<file path="src/sv/two_channel_block_median_unit_assert.svh">
// Assertion macros shared by the two-channel block median unit.
// Depends on nothing; a user module must provide clk and rst.
`ifndef TWO_CHANNEL_BLOCK_MEDIAN_UNIT_ASSERT_SVH
`define TWO_CHANNEL_BLOCK_MEDIAN_UNIT_ASSERT_SVH

// Same-cycle implication, checked outside reset.
`define TCBM_ASSERT_IMP(label, ante, cons) \
  label: assert property (@(posedge clk) disable iff (rst) (ante) |-> (cons)) \
    else $error("tcbm: same-cycle check failed");

// Next-cycle implication, checked outside reset.
`define TCBM_ASSERT_NEXT(label, ante, cons) \
  label: assert property (@(posedge clk) disable iff (rst) (ante) |=> (cons)) \
    else $error("tcbm: next-cycle check failed");

`endif

</file>
<file path="src/sv/tcbm_pkg.sv">
// Package for the two-channel block median unit: beat types, controller
// states and the command and status bundles. Depends on nothing.
`timescale 1ns / 1ps

package tcbm_pkg;

  localparam int unsigned SAMPLE_BITS    = 16;
  localparam int unsigned WINDOW_DEFAULT = 15;

  typedef struct packed {
    logic                   channel;
    logic [SAMPLE_BITS-1:0] distance;
  } sample_t;

  typedef struct packed {
    logic                   channel_out;
    logic [SAMPLE_BITS-1:0] median;
    logic                   median_valid;
  } result_t;

  typedef enum logic [2:0] {
    ST_IDLE,
    ST_MED_RD,
    ST_MED_CAP,
    ST_PRIME,
    ST_SCAN,
    ST_PLACE,
    ST_EMIT
  } state_t;

  typedef enum logic [1:0] {
    RD_J,
    RD_J_MINUS1,
    RD_MID
  } rd_sel_t;

  typedef enum logic {
    WA_J,
    WA_J_PLUS1
  } wa_sel_t;

  typedef enum logic {
    WD_SAMPLE,
    WD_SHIFT
  } wd_sel_t;

  typedef struct packed {
    logic    load;
    rd_sel_t rd_sel;
    logic    wr_en;
    wa_sel_t wa_sel;
    wd_sel_t wd_sel;
    logic    dec_j;
    logic    cap_med;
    logic    out_load;
  } cmd_t;

  typedef struct packed {
    logic full;
    logic empty;
    logic gt;
    logic j_zero;
    logic out_free;
  } status_t;

endpackage

</file>
<file path="src/sv/tcbm_ram.sv">
// Generic simple dual-port RAM: one write port, one read port with
// registered read data. Depends on nothing.
`timescale 1ns / 1ps

module tcbm_ram #(
  parameter int unsigned WIDTH = 16,
  parameter int unsigned DEPTH = 32
) (
  input  logic                     clk,
  input  logic                     we,
  input  logic [$clog2(DEPTH)-1:0] waddr,
  input  logic [WIDTH-1:0]         wdata,
  input  logic [$clog2(DEPTH)-1:0] raddr,
  output logic [WIDTH-1:0]         rdata
);

  logic [WIDTH-1:0] mem [DEPTH];

  always_ff @(posedge clk) begin
    if (we) begin
      mem[waddr] <= wdata;
    end
    rdata <= mem[raddr];
  end

endmodule

</file>
<file path="src/sv/tcbm_ctrl.sv">
// Controller for the two-channel block median unit: sequences the sorted
// insertion and the median read. Depends on tcbm_pkg.
`timescale 1ns / 1ps

module tcbm_ctrl (
  input  logic              clk,
  input  logic              rst,
  input  logic              sample_valid,
  output logic              sample_stall,
  input  tcbm_pkg::status_t status,
  output tcbm_pkg::cmd_t    cmd
);

  tcbm_pkg::state_t state;
  tcbm_pkg::state_t state_next;

  always_ff @(posedge clk) begin
    if (rst) begin
      state <= tcbm_pkg::ST_IDLE;
    end else begin
      state <= state_next;
    end
  end

  always_comb begin
    state_next   = state;
    sample_stall = 1'b1;
    cmd          = '0;
    cmd.rd_sel   = tcbm_pkg::RD_J;
    cmd.wa_sel   = tcbm_pkg::WA_J;
    cmd.wd_sel   = tcbm_pkg::WD_SAMPLE;
    case (state)
      tcbm_pkg::ST_IDLE: begin
        sample_stall = 1'b0;
        if (sample_valid) begin
          cmd.load = 1'b1;
          if (status.full) begin
            state_next = tcbm_pkg::ST_MED_RD;
          end else if (status.empty) begin
            state_next = tcbm_pkg::ST_PLACE;
          end else begin
            state_next = tcbm_pkg::ST_PRIME;
          end
        end
      end
      tcbm_pkg::ST_MED_RD: begin
        // Read the middle entry and restart the store with the new sample.
        cmd.rd_sel = tcbm_pkg::RD_MID;
        cmd.wr_en  = 1'b1;
        state_next = tcbm_pkg::ST_MED_CAP;
      end
      tcbm_pkg::ST_MED_CAP: begin
        cmd.cap_med = 1'b1;
        state_next  = tcbm_pkg::ST_EMIT;
      end
      tcbm_pkg::ST_PRIME: begin
        cmd.rd_sel = tcbm_pkg::RD_J;
        state_next = tcbm_pkg::ST_SCAN;
      end
      tcbm_pkg::ST_SCAN: begin
        cmd.rd_sel = tcbm_pkg::RD_J_MINUS1;
        cmd.wr_en  = 1'b1;
        cmd.wa_sel = tcbm_pkg::WA_J_PLUS1;
        if (status.gt) begin
          cmd.wd_sel = tcbm_pkg::WD_SHIFT;
          if (status.j_zero) begin
            state_next = tcbm_pkg::ST_PLACE;
          end else begin
            cmd.dec_j = 1'b1;
          end
        end else begin
          cmd.wd_sel = tcbm_pkg::WD_SAMPLE;
          state_next = tcbm_pkg::ST_EMIT;
        end
      end
      tcbm_pkg::ST_PLACE: begin
        cmd.wr_en  = 1'b1;
        state_next = tcbm_pkg::ST_EMIT;
      end
      tcbm_pkg::ST_EMIT: begin
        if (status.out_free) begin
          cmd.out_load = 1'b1;
          state_next   = tcbm_pkg::ST_IDLE;
        end
      end
      default: begin
        state_next = tcbm_pkg::ST_IDLE;
      end
    endcase
  end

endmodule

</file>
<file path="src/sv/tcbm_dp.sv">
// Datapath for the two-channel block median unit: fill counters, sorted
// sample store, compare unit and result register. Depends on tcbm_pkg, tcbm_ram.
`timescale 1ns / 1ps

module tcbm_dp #(
  parameter int unsigned WINDOW = tcbm_pkg::WINDOW_DEFAULT
) (
  input  logic              clk,
  input  logic              rst,
  input  tcbm_pkg::sample_t sample,
  input  tcbm_pkg::cmd_t    cmd,
  output tcbm_pkg::status_t status,
  output tcbm_pkg::result_t result,
  output logic              result_valid,
  input  logic              result_stall
);

  localparam int unsigned IW    = $clog2(WINDOW);
  localparam int unsigned FW    = $clog2(WINDOW + 1);
  localparam int unsigned AW    = IW + 1;
  localparam int unsigned DEPTH = 2 ** AW;
  localparam int unsigned MID   = WINDOW / 2;
  localparam int unsigned SB    = tcbm_pkg::SAMPLE_BITS;

  logic [FW-1:0]     fill [2];
  logic [FW-1:0]     fill_in;
  logic [FW-1:0]     fill_m1;
  tcbm_pkg::sample_t cur;
  logic [IW-1:0]     j;
  logic [IW-1:0]     rd_idx;
  logic [IW-1:0]     wr_idx;
  logic [SB-1:0]     res_median;
  logic              res_valid;
  logic              ram_we;
  logic [AW-1:0]     ram_waddr;
  logic [AW-1:0]     ram_raddr;
  logic [SB-1:0]     ram_wdata;
  logic [SB-1:0]     ram_rdata;

  assign fill_in = fill[sample.channel];
  assign fill_m1 = fill_in - FW'(1);

  always_ff @(posedge clk) begin
    if (rst) begin
      fill[0] <= '0;
      fill[1] <= '0;
    end else if (cmd.load) begin
      if (status.full) begin
        fill[sample.channel] <= FW'(1);
      end else begin
        fill[sample.channel] <= fill_in + FW'(1);
      end
    end
  end

  always_ff @(posedge clk) begin
    if (cmd.load) begin
      cur        <= sample;
      res_valid  <= status.full;
      res_median <= '0;
      if (status.full || status.empty) begin
        j <= '0;
      end else begin
        j <= fill_m1[IW-1:0];
      end
    end else begin
      if (cmd.dec_j) begin
        j <= j - IW'(1);
      end
      if (cmd.cap_med) begin
        res_median <= ram_rdata;
      end
    end
  end

  always_comb begin
    case (cmd.rd_sel)
      tcbm_pkg::RD_J:        rd_idx = j;
      tcbm_pkg::RD_J_MINUS1: rd_idx = j - IW'(1);
      tcbm_pkg::RD_MID:      rd_idx = IW'(MID);
      default:               rd_idx = j;
    endcase
  end

  assign wr_idx    = (cmd.wa_sel == tcbm_pkg::WA_J) ? j : j + IW'(1);
  assign ram_we    = cmd.wr_en;
  assign ram_waddr = {cur.channel, wr_idx};
  assign ram_raddr = {cur.channel, rd_idx};
  assign ram_wdata = (cmd.wd_sel == tcbm_pkg::WD_SAMPLE) ? cur.distance : ram_rdata;

  tcbm_ram #(
    .WIDTH(SB),
    .DEPTH(DEPTH)
  ) u_store (
    .clk  (clk),
    .we   (ram_we),
    .waddr(ram_waddr),
    .wdata(ram_wdata),
    .raddr(ram_raddr),
    .rdata(ram_rdata)
  );

  always_ff @(posedge clk) begin
    if (rst) begin
      result_valid <= 1'b0;
    end else if (cmd.out_load) begin
      result_valid <= 1'b1;
    end else if (!result_stall) begin
      result_valid <= 1'b0;
    end
  end

  always_ff @(posedge clk) begin
    if (cmd.out_load) begin
      result.channel_out  <= cur.channel;
      result.median       <= res_median;
      result.median_valid <= res_valid;
    end
  end

  assign status.full     = (fill_in == FW'(WINDOW));
  assign status.empty    = (fill_in == '0);
  assign status.gt       = (ram_rdata > cur.distance);
  assign status.j_zero   = (j == '0);
  assign status.out_free = !result_valid || !result_stall;

endmodule

</file>
<file path="src/sv/two_channel_block_median_unit.sv">
// Top level of the two-channel block median unit: joins controller and
// datapath. Depends on tcbm_pkg, tcbm_ctrl, tcbm_dp and the assertion header.
`timescale 1ns / 1ps
`include "two_channel_block_median_unit_assert.svh"

// Usage. Each sample beat carries a channel flag (left or right) and a distance.
// Every sample beat produces exactly one result beat, in order. While a
// channel's window is filling, the result carries median zero, not valid. When
// a sample arrives for a full window, the median of that window is returned as
// valid and the window restarts holding only the new sample.
// Each channel keeps its window already sorted: a new sample is inserted by one
// compare unit that walks the store in RAM from the top, one entry per cycle.
// An accepted beat is offered as a result after a median read, or after an
// insertion walk through the single RAM port pair. The block takes one
// sample at a time: it stalls its input until the result of the last one
// has been loaded into the output register.
// The result sits in an output register, so a new sample is accepted while a
// finished result is still stalled; the next result waits until it is taken.
// Reset clears both fill counters and the controller; the store itself needs
// no clearing, as read data is used only from entries that have been written.

module two_channel_block_median_unit #(
  parameter int unsigned WINDOW = tcbm_pkg::WINDOW_DEFAULT
) (
  input  logic              clk,
  input  logic              rst,
  input  logic              sample_valid,
  output logic              sample_stall,
  input  tcbm_pkg::sample_t sample,
  output logic              result_valid,
  input  logic              result_stall,
  output tcbm_pkg::result_t result
);

  tcbm_pkg::cmd_t    cmd;
  tcbm_pkg::status_t status;

  // The controller owns the sequence; the datapath only follows commands.
  tcbm_ctrl u_ctrl (
    .clk         (clk),
    .rst         (rst),
    .sample_valid(sample_valid),
    .sample_stall(sample_stall),
    .status      (status),
    .cmd         (cmd)
  );

  tcbm_dp #(
    .WINDOW(WINDOW)
  ) u_dp (
    .clk         (clk),
    .rst         (rst),
    .sample      (sample),
    .cmd         (cmd),
    .status      (status),
    .result      (result),
    .result_valid(result_valid),
    .result_stall(result_stall)
  );

  // Once a beat is taken the block is busy with it.
  `TCBM_ASSERT_NEXT(a_busy_after_beat, sample_valid && !sample_stall, sample_stall)
  // A waiting result is never overwritten.
  `TCBM_ASSERT_IMP(a_no_overwrite, cmd.out_load, status.out_free)
  // A result without a median carries zero.
  `TCBM_ASSERT_IMP(a_zero_when_invalid, result_valid && !result.median_valid, result.median == '0)
  // The insertion walk never steps below the first entry.
  `TCBM_ASSERT_IMP(a_no_index_underflow, cmd.dec_j, !status.j_zero)

endmodule

</file>
<file path="config.mk">
export PLATFORM = sky130hd
export DESIGN_NAME = two_channel_block_median_unit
export DESIGN_NICKNAME = d
export VERILOG_FILES = /design/src/sv/tcbm_pkg.sv /design/src/sv/tcbm_ram.sv /design/src/sv/tcbm_ctrl.sv /design/src/sv/tcbm_dp.sv /design/src/sv/two_channel_block_median_unit.sv
export VERILOG_INCLUDE_DIRS = /design/src /design/src/sv
export SDC_FILE = /design/constraint.sdc
export NUM_CORES = 1
export LEC_CHECK = 0
export BUFFER_PORTS_ARGS = -buffer_cell sky130_fd_sc_hd__clkbuf_2
export CAP_MARGIN = 20
export CORE_MARGIN = 4
export CORE_UTILIZATION = 45
export CTS_CLUSTER_DIAMETER = 150
export DETAILED_ROUTE_END_ITERATION = 6
export GPL_TIMING_DRIVEN = 0
export SKIP_CTS_REPAIR_TIMING = 1
export SYNTH_ARGS = -nofsm -noshare
export SYNTH_HDL_FRONTEND = slang
export SYNTH_SLANG_ARGS = --single-unit
</file>
<file path="constraint.sdc">
create_clock -name clk -period 3.45 [get_ports clk]
set_input_delay 0.1725 -clock clk [delete_from_list [all_inputs] [get_ports clk]]
set_output_delay 0.1725 -clock clk [all_outputs]
set_load 0.05 [all_outputs]
</file>
==> impl_metrics.csv, run 1 <==
group,metric,value,unit
run_status,status,"finished, violations left",
run_status,failed_checks,"setup timing",
floorplan,fp.dieW,237,um
sta,tns,-21.3,ps
grt,grt_start_max_net_pins,33,
synthesis,yosysUniqueCellTypes,58,
detailed_routing,drc_errors,0,
critical_path,path_buf_inv,4,
floorplan,rows,83,
synthesis,yosys.area.top_type_share,71.0,%
synthesis,syn-num-nets,1351,
synthesis,avgSynthCellArea,18.1,um2
critical_path,path_class,"register to register",
synthesis,yosysSeqAreaShare,74.1,%
critical_path,startpoint_type,"register",
finish,drive_above_1_share,26.4,%
grt,grt_overflow,0,
sta,post-route-min-period,3470,ps
detailed_routing,ant_nets,0,
sta,setup_viol,2,
critical_path,crit_path_cell_trace,"buf_2 -> buf_6 -> nor2_2 -> nand2_1 -> inv_1 -> ha_1 -> or2_1 -> o221ai_4 -> a211oi_2 -> buf_6 -> a32o_1 -> a221oi_4 -> o22ai_4 -> a221oi_4",
sta,layout_setup_ws,-17.1,ps
critical_path,critPathMaxFanout,10,
detailed_routing,wl,54.7,mm
cts,clock_sinks,596,
synthesis,synth_mux_area_share,12.3,%
sta,hold_violations,0,
finish,area_growth,19.4,%
detailed_routing,viasPerCell,5.62,
cts,h-tree-depth,2,
synthesis,synth_xor_area_share,0.407,%
synthesis,synthSimpleGateAreaFrac,3.98,%
detailed_routing,drtIter0Drc,1183,
synthesis,ys_top_cells_by_area,"edfxtp_1, mux4_2, mux2i_1",
grt,antenna_found_initial,0,
synthesis,synth_flop_cell,"edfxtp_1",
power,peakVddDrop,544,uV
floorplan,die_h,237,um
synthesis,syn-cell-area,23700,um2
synthesis,yosys_warnings,0,
critical_path,crit_slowest_cell,"a221oi_4",
cts,cts_max_path_buffers,3,
detailed_routing,drt_pass1_iterations,5,
synthesis,synthArstFlopShare,0,%
placed_design,gp_congestion,1.01,
sta,max_slew_margin,36.0,%
sta,worst_pin_slew,959,ps
cts,clk_pin_slew_worst_paths,60,ps
floorplan,ioPinCount,41,
cts,cts_root_buf,"clkbuf_16",
finish,diodes,0,
critical_path,cp_top_family,"compound AO/OA/AOI/OAI gates",
synthesis,synth_compound_area_share,6.04,%
power,cellPowerDensity,1050,nW/um2
detailed_routing,wl_per_cell,24.8,um
grt,grt_pass1_wl,79.9,mm
floorplan,dieArea,56400,um2
critical_path,required,3950,ps
job,drv_cap,0,
sta,fmax,288,MHz
finish,fin_util,54.6,%
placed_design,io_buffers,40,
sta,fin_worst_skew,16.6,ps
synthesis,synth_cells,1309,
power,power_leakage,9.59,nW
floorplan,start_util,45.8,%
critical_path,cp.arrival,3970,ps
hold_path,min_path_type,"input port to register",
sta,timing.final.crit_share,100,%
sta,drv_slew,0,
synthesis,synthAdderAreaFrac,1.11,%
synthesis,synth_top_family_by_area,"multiplexers",
synthesis,synth-edff-count,560,
sta,rsz0062_at_grt,"true",
cts,insertion_delay,620,ps
critical_path,max_stage_delay,370,ps
detailed_routing,vias,12395,
grt,gr-usage-all-layers,19.0,%
floorplan,core,51700,um2
synthesis,ys_ff_latch,596,
critical_path,critPathCaptureType,"register",
grt,first_global_vias,12139,
finish,layout.nets,1518,
synthesis,synth_top_area_cell,"edfxtp_1",
cts,cts_buffers,60,
placed_design,dp_hpwl,36.7,mm
cts,cts_tree,"built",
tightest hold or removal path: stages:
cell	delay [ps]
clkbuf_2	100
nor3b_1	140
nor3_1	130
nor3_1	80
power by group:
part	total (W)	switching (W)	leakage, nW	internal [W]
Sequential	0.00959	0.000288	5.36	0.00930
Combinational	0.0136	0.00819	3.28	0.00543
Clock	0.00635	0.00264	0.950	0.00371
cell usage in the layout (no fill, tap or decap), drive strengths merged, types with 10 or more instances in the layout:
| cell | synthesis | final |
|---|---|---|
| edfxtp | 560 | 560 |
| clkbuf | 9 | 134 |
| mux2i | 128 | 128 |
| nand2 | 123 | 123 |
| buf | 53 | 94 |
| mux4 | 64 | 64 |
| nor2 | 51 | 51 |
| a221oi | 47 | 47 |
| dfxtp | 36 | 36 |
| a32o | 32 | 32 |
| a21oi | 30 | 30 |
| inv | 27 | 27 |
| clkinv | 0 | 27 |
| ha | 21 | 21 |
| dlygate4sd3 | 0 | 19 |
| o22ai | 17 | 17 |
| mux2 | 16 | 16 |
| xnor2 | 10 | 10 |
| nor3 | 10 | 10 |
kinds of logic after synthesis:
group | count (synthesis)
DFF | 596
and+or+nand+nor | 220
muxes | 208
AOI/OAI and AO/OA | 164
buffers and inverters | 89
adders and majority gates | 21
xor gates and xnor gates | 11
cell type report:
cell class / instances / area (um2)
Timing Repair Buffer: 105 / 1170
Buffer: 62 / 479
Inverter: 27 / 101
Multi-Input combinational cell: 624 / 6180
Clock buffer: 80 / 1650
Fill cell: 3999 / 23500
Tap cell: 680 / 851
Clock inverter: 33 / 287
Sequential cell: 596 / 17500
sequential cells by signal (all words and copies together), names as in the netlist:
register,count
u_dp.res_median,16
u_dp.res_valid,1
u_dp.j,4
u_ctrl.state,3
u_dp.u_store.rdata,16
u_dp.u_store.mem,512
u_dp.result_valid,1
u_dp.cur,17
u_dp.fill,8
u_dp.result,18
path summary, 6_finish.rpt:
kind | cells after the start | slack [ps] | end | start
max | 14 | -20 | u_dp.u_store.rdata[10] | u_ctrl.state[0]
min | 4 | 80 | u_ctrl.state[2] | sample_valid
max reg2reg | 14 | -20 | u_dp.u_store.rdata[10] | u_ctrl.state[0]
min reg2reg | 0 | 430 | u_dp.result[12] | u_dp.res_median[11]
cells in the mapped netlist, types with 5 or more instances:
| master | count |
|---|---|
| edfxtp_1 | 560 |
| mux2i_1 | 128 |
| nand2_1 | 123 |
| mux4_2 | 64 |
| nor2_1 | 50 |
| dfxtp_1 | 36 |
| a221oi_1 | 32 |
| a32o_1 | 32 |
| buf_2 | 31 |
| a21oi_1 | 28 |
| inv_1 | 25 |
| ha_1 | 21 |
| o22ai_1 | 17 |
| mux2_1 | 16 |
| a221oi_2 | 15 |
| buf_6 | 12 |
| nor3_1 | 10 |
| xnor2_1 | 10 |
| clkbuf_1 | 9 |
| buf_4 | 7 |
| nand3_1 | 7 |
| a21o_1 | 6 |
| nor2b_1 | 5 |
| or3_1 | 5 |
per-stage QoR:
stage | power [W] | cell area (um2) | worst slack, ps | instances | hold slack [ps]
final | 0.0296 | 28300 | -17.1 | 2207 | 76.2
after global routing | 0.0309 | 28300 | -154 | 2207 | 88.4
after CTS | 0.0280 | 27300 | -683 | 2174 | -301
after detailed placement | 0.0216 | 25400 | -674 | 2061 | 351
after global placement | 0.0211 | 24700 | -679 | 2029 | 351
after floorplan | 0.0174 | 23700 | 590 | 1309 | 242
metal layers:
metal / vias up / part of all wire (%) / global-route usage [%]
li1: 5610 / - / -
met1: 6338 / 45 / 28.4
met2: 367 / 46 / 29.1
met3: 80 / 5.5 / 3.06
met4: 0 / 3.2 / 5.48
met5: - / 0 / 0
No activity file was read; power rests on OpenSTA's default activity.
==> run 2: changes to the inputs <==
- CELL_PAD_IN_SITES_DETAIL_PLACEMENT: not set -> 1
- CELL_PAD_IN_SITES_GLOBAL_PLACEMENT: not set -> 2
- PLACE_DENSITY_LB_ADDON: not set -> 0.05
==> impl_metrics.csv, run 2 (same netlist as run 1, synthesis figures left out) <==
group,metric,value,unit
cts,clk_pin_slew_worst_paths,60,ps
detailed_routing,wl,61.6,mm
critical_path,reg2reg_to,"u_dp.u_store.mem[5][6]",
placed_design,gp_congestion,0.818,
floorplan,core,51700,um2
critical_path,startpoint_type,"register",
power,p_total,0.0312,W
hold_path,holdPathEnd,"u_ctrl.state[2]",
power,power_leakage,9.79,nW
detailed_routing,drt_pass1_iterations,5,
grt,first_global_vias,13244,
critical_path,reg2reg_from,"u_dp.j[2]",
floorplan,ioPinCount,41,
job,drv_cap,0,
detailed_routing,viasPerCell,5.76,
finish,stdcell_area,28900,um2
finish,diodes,0,
grt,grt_pass1_wl,89.0,mm
sta,drv_slew,0,
power,cellPowerDensity,1080,nW/um2
floorplan,rows,83,
finish,largest_registers,"u_dp.u_store.mem x512, u_dp.result x18, u_dp.cur x17",
detailed_routing,wl_per_cell,27.7,um
critical_path,required,3760,ps
finish,layout.nets,1535,
cts,cts_tree,"built",
critical_path,cp.arrival,3690,ps
cts,cts_root_buf,"clkbuf_16",
run_status,status,"finished, final reports clean",
sta,worst_pin_slew,833,ps
sta,max_slew_margin,44.1,%
critical_path,path_class,"register to register",
critical_path,reg2reg_slack,70,ps
sta,fin_worst_skew,23.3,ps
power,peakVddDrop,541,uV
cts,cts_max_path_buffers,3,
critical_path,crit_slowest_cell,"nor2_2",
cts,clock_sinks,596,
grt,use_met3,3.60,%
placed_design,io_buffers,40,
finish,largest-register,"u_dp.u_store.mem",
detailed_routing,drc_errors,0,
cts,cts_buffers,67,
grt,grt_use_met2,34.1,%
grt,grt_overflow,0,
grt,gr-usage-all-layers,21.5,%
sta,fmax,296,MHz
critical_path,critPathMaxFanout,9,
hold_path,min_path_cells,4,
critical_path,cp_top_family,"simple AND/OR/NAND/NOR gates",
finish,final_common_cell,"edfxtp_1",
sta,timing.final.crit_share,98.0,%
sta,post-route-min-period,3380,ps
placed_design,dp_hpwl,41.9,mm
hold_path,min_from,"sample_valid",
grt,grt_start_max_net_pins,33,
finish,drive_above_1_share,28.9,%
sta,hold_violations,0,
detailed_routing,ant_nets,0,
placed_design,placed_cell_area,25600,um2
critical_path,reg2regPathDepth,7,
grt,antenna_found_initial,2,
floorplan,start_util,45.8,%
grt,grtUsageMet1,31.5,%
finish,largest_reg_flops,512,
critical_path,crit_path_cell_trace,"clkbuf_1 -> inv_1 -> nor4_2 -> xnor2_1 -> nand2_1 -> nor2_2 -> buf_6",
critical_path,path_buf_inv,3,
floorplan,die_h,237,um
hold_path,min_path_type,"input port to register",
grt,grt-busiest-layer,"met2",
detailed_routing,vias,12811,
detailed_routing,drtIter0Drc,1057,
sta,setup_viol,0,
critical_path,critPathCaptureType,"register",
floorplan,fp.dieW,237,um
critical_path,max_stage_delay,590,ps
critical_path,crit_path_start,"u_dp.j[2]",
cts,insertion_delay,600,ps
floorplan,dieArea,56400,um2
sta,rsz0062_at_grt,"true",
finish,final_cell_mix,"edfxtp_1, nand2_1, mux2i_1, clkbuf_16, mux4_2",
finish,area_growth,22.0,%
cts,h-tree-depth,3,
==> run 2: changes by cell type in the layout (fill, tap and decap cells not counted), sizes merged <==
cell,change
clkinv,-4
bufinv,-3
clkinvlp,+2
dlygate4sd3,+1
inv,+5
clkbuf,+7
buf,+10
==> run 2: routing by layer <==
layer,part of all wire [%],wire length (um)
met1,45,27800
met2,48,29500
met3,4.8,2980
met4,2.1,1300
met5,0,0
==> run 2: tightest hold or removal path, stage by stage <==
cell,delay [ps]
clkbuf_2,100
nor3b_1,130
nor3_1,130
nor3_1,70
==> run 2: layout make-up <==
class | instances | area [um2]
Multi-Input combinational cell | 624 | 6460
Fill cell | 4591 | 22800
Clock inverter | 33 | 239
Buffer | 60 | 475
Inverter | 27 | 101
Clock buffer | 88 | 1840
Timing Repair Buffer | 117 | 1390
Tap cell | 680 | 851
Sequential cell | 596 | 17500
==> run 2: how the worst max path moves through the flow <==
stage | to | slack, ps | depth (start not counted)
after floorplan | u_dp.u_store.mem[0][10] | 590 | 9
after global placement | u_dp.u_store.mem[3][9] | -760 | 9
after detailed placement | u_dp.u_store.rdata[6] | -760 | 15
after CTS | u_dp.u_store.rdata[6] | -770 | 15
after global routing | u_dp.u_store.mem[17][7] | -140 | 7
final | u_dp.u_store.mem[5][6] | 70 | 7
==> run 2: power breakdown <==
part | internal (W) | switching (W) | total, W
clock network | 0.00392 | 0.00283 | 0.00675
logic | 0.00587 | 0.00900 | 0.0149
registers | 0.00930 | 0.000282 | 0.00958
total | 0.0191 | 0.0121 | 0.0312
==> run 2: metrics by stage <==
| step | std cells | setup TNS, ps | setup slack (ps) | hold WS [ps] | util, % |
|---|---|---|---|---|---|
| CTS | 2189 | -205510 | -773 | -273 | 53.4 |
| finish | 2225 | 0 | 69.1 | 47.8 | 55.9 |
| floorplan | 1309 | 0 | 590 | 242 | - |
| global placement | 2029 | -544560 | -755 | 354 | 47.8 |
| global route | 2225 | -8430 | -144 | 86.4 | 55.9 |
| detailed placement | 2068 | -195040 | -762 | 352 | 49.4 |
==> run 3: changes to the inputs <==
- clock period: 3.45 -> 3.2 ns (I/O delays scaled with it)
==> impl_metrics.csv, run 3 (same netlist as run 1, synthesis figures left out) <==
group,metric,value,unit
run_status,status,"finished, violations left",
run_status,failed_checks,"setup timing",
finish,largest-register,"u_dp.u_store.mem",
placed_design,gp_congestion,0.818,
placed_design,placed_cell_area,25600,um2
cts,insertion_delay,610,ps
critical_path,reg2reg_slack,-6,ps
critical_path,required,3530,ps
cts,cts_tree,"built",
detailed_routing,ant_nets,0,
finish,largest_registers,"u_dp.u_store.mem x512, u_dp.result x18, u_dp.cur x17",
floorplan,dieArea,56400,um2
sta,worst_pin_slew,920,ps
cts,cts_max_path_buffers,3,
grt,grt_pass1_wl,89.0,mm
detailed_routing,vias,12910,
sta,fmax,312,MHz
finish,area_growth,23.7,%
grt,gr-usage-all-layers,21.5,%
detailed_routing,viasPerCell,5.76,
finish,final_common_cell,"edfxtp_1",
floorplan,start_util,45.8,%
critical_path,reg2reg_to,"u_dp.u_store.mem[17][8]",
critical_path,critPathCaptureType,"register",
sta,layout_setup_ws,-5.79,ps
floorplan,ioPinCount,41,
sta,max_slew_margin,38.5,%
power,swShare,38.9,%
finish,diodes,0,
cts,cts_root_buf,"clkbuf_16",
power,pwr-share-seq,30.1,%
power,netSwitchingPower,0.0134,W
grt,antenna_found_initial,2,
sta,tns,-20.9,ps
detailed_routing,drc_errors,0,
grt,first_global_vias,13244,
critical_path,path_class,"register to register",
sta,post-route-min-period,3210,ps
finish,stdcell_area,29300,um2
critical_path,cp.arrival,3540,ps
hold_path,min_path_cells,4,
grt,grt_start_max_net_pins,33,
critical_path,reg2reg_from,"u_dp.cur[1]",
detailed_routing,wl,62.2,mm
power,combPwrFrac,48.7,%
critical_path,reg2regPathDepth,11,
finish,layout.nets,1550,
finish,drive_above_1_share,31.2,%
finish,fin_util,56.6,%
critical_path,startpoint_type,"register",
detailed_routing,drt_pass1_iterations,5,
sta,drv_slew,0,
power,p_int,0.0210,W
floorplan,die_h,237,um
sta,setup_viol,7,
detailed_routing,wl_per_cell,27.8,um
placed_design,dp_hpwl,41.9,mm
finish,largest_reg_flops,512,
floorplan,core,51700,um2
placed_design,io_buffers,40,
power,peakVddDrop,584,uV
power,cellPowerDensity,1170,nW/um2
job,drv_cap,0,
sta,timing.final.crit_share,100,%
critical_path,critPathMaxFanout,17,
grt,grt_overflow,0,
hold_path,holdPathEnd,"u_ctrl.state[2]",
cts,h-tree-depth,3,
sta,rsz0062_at_grt,"true",
cts,clock_sinks,596,
power,clkPwrFrac,21.2,%
sta,fin_worst_skew,22.5,ps
sta,hold_violations,0,
cts,cts_buffers,67,
finish,final_cell_mix,"edfxtp_1, nand2_1, mux2i_1, clkbuf_16, mux4_2",
hold_path,min_from,"sample_valid",
power,power_leakage,9.94,nW
floorplan,rows,83,
detailed_routing,drtIter0Drc,1014,
cts,clk_pin_slew_worst_paths,60,ps
hold_path,min_path_type,"input port to register",
floorplan,fp.dieW,237,um
run 3: cell types whose count changed in the layout (fill, tap and decap cells not counted), moves of 3 or more:
cell,before,now
buf_8,23,28
buf_12,7,10
mux2i_2,9,13
buf_4,23,33
clkbuf_4,4,7
nor2_1,15,12
nor2_4,17,24
buf_2,17,12
inv_1,25,21
mux2i_1,119,115
a32o_1,32,29
nor2_2,19,15
a32o_2,0,3
run 3: power by group through the flow:
| stage | sequential, W | clock [W] | combinational [W] |
|---|---|---|---|
| after floorplan | 0.0105 | 0 | 0.00822 |
| after global placement | 0.0105 | 0 | 0.0126 |
| after detailed placement | 0.0105 | 0 | 0.0134 |
| after CTS | 0.0104 | 0.00746 | 0.0134 |
| after global routing | 0.0104 | 0.00783 | 0.0177 |
| final | 0.0104 | 0.00729 | 0.0167 |
run 3: stage by stage:
step,power (W),setup slack [ps],hold WS (ps),std cells
2_1_floorplan,0.0187,340,229,1309
3_3_place_gp,0.0232,-1010,341,2029
3_5_place_dp,0.0239,-1010,339,2068
4_1_cts,0.0312,-1020,-286,2189
5_1_grt,0.0359,-161,68.5,2240
6_report,0.0344,-5.79,32.1,2240
run 3: per-layer routing:
layer  vias to the layer above  wire length (um)  GRT usage [%]
met2                       362             29600           34.1
li1                       5684                 -              -
met5                         -                 0              0
met4                         0              1520           5.25
met1                      6780             28000           31.5
met3                        84              3080           3.60
run 3: layout make-up:
cell class                 count  area (um2)
fill                        4577       22400
clock inverter                33         239
timing repair buffer         134        1550
tap                          680         851
sequential                   596       17500
buffer                        58         542
clock buffer                  88        1840
inverter                      27         108
multi-input combinational    624        6620
run 3: how the worst max path moves through the flow:
stage / start / slack, ps / to
final: u_dp.cur[1] / -6 / u_dp.u_store.mem[17][8]
after global routing: u_dp.cur[1] / -160 / u_dp.u_store.mem[17][7]
after CTS: u_ctrl.state[0] / -1020 / u_dp.u_store.rdata[6]
after detailed placement: u_ctrl.state[0] / -1010 / u_dp.u_store.rdata[6]
after global placement: u_dp.cur[14] / -1010 / u_dp.u_store.mem[3][9]
after floorplan: u_dp.cur[15] / 340 / u_dp.u_store.mem[0][10]
run 3: worst max-delay path: stages (launching register included):
cell      delay, ps
edfxtp_1        420
inv_1            80
ha_1            230
nor2b_1         130
o211ai_1        150
a21oi_1          90
a211oi_1        380
nor2_1          170
nor2_4          260
buf_6           220
mux2_2          530
buf_16          240
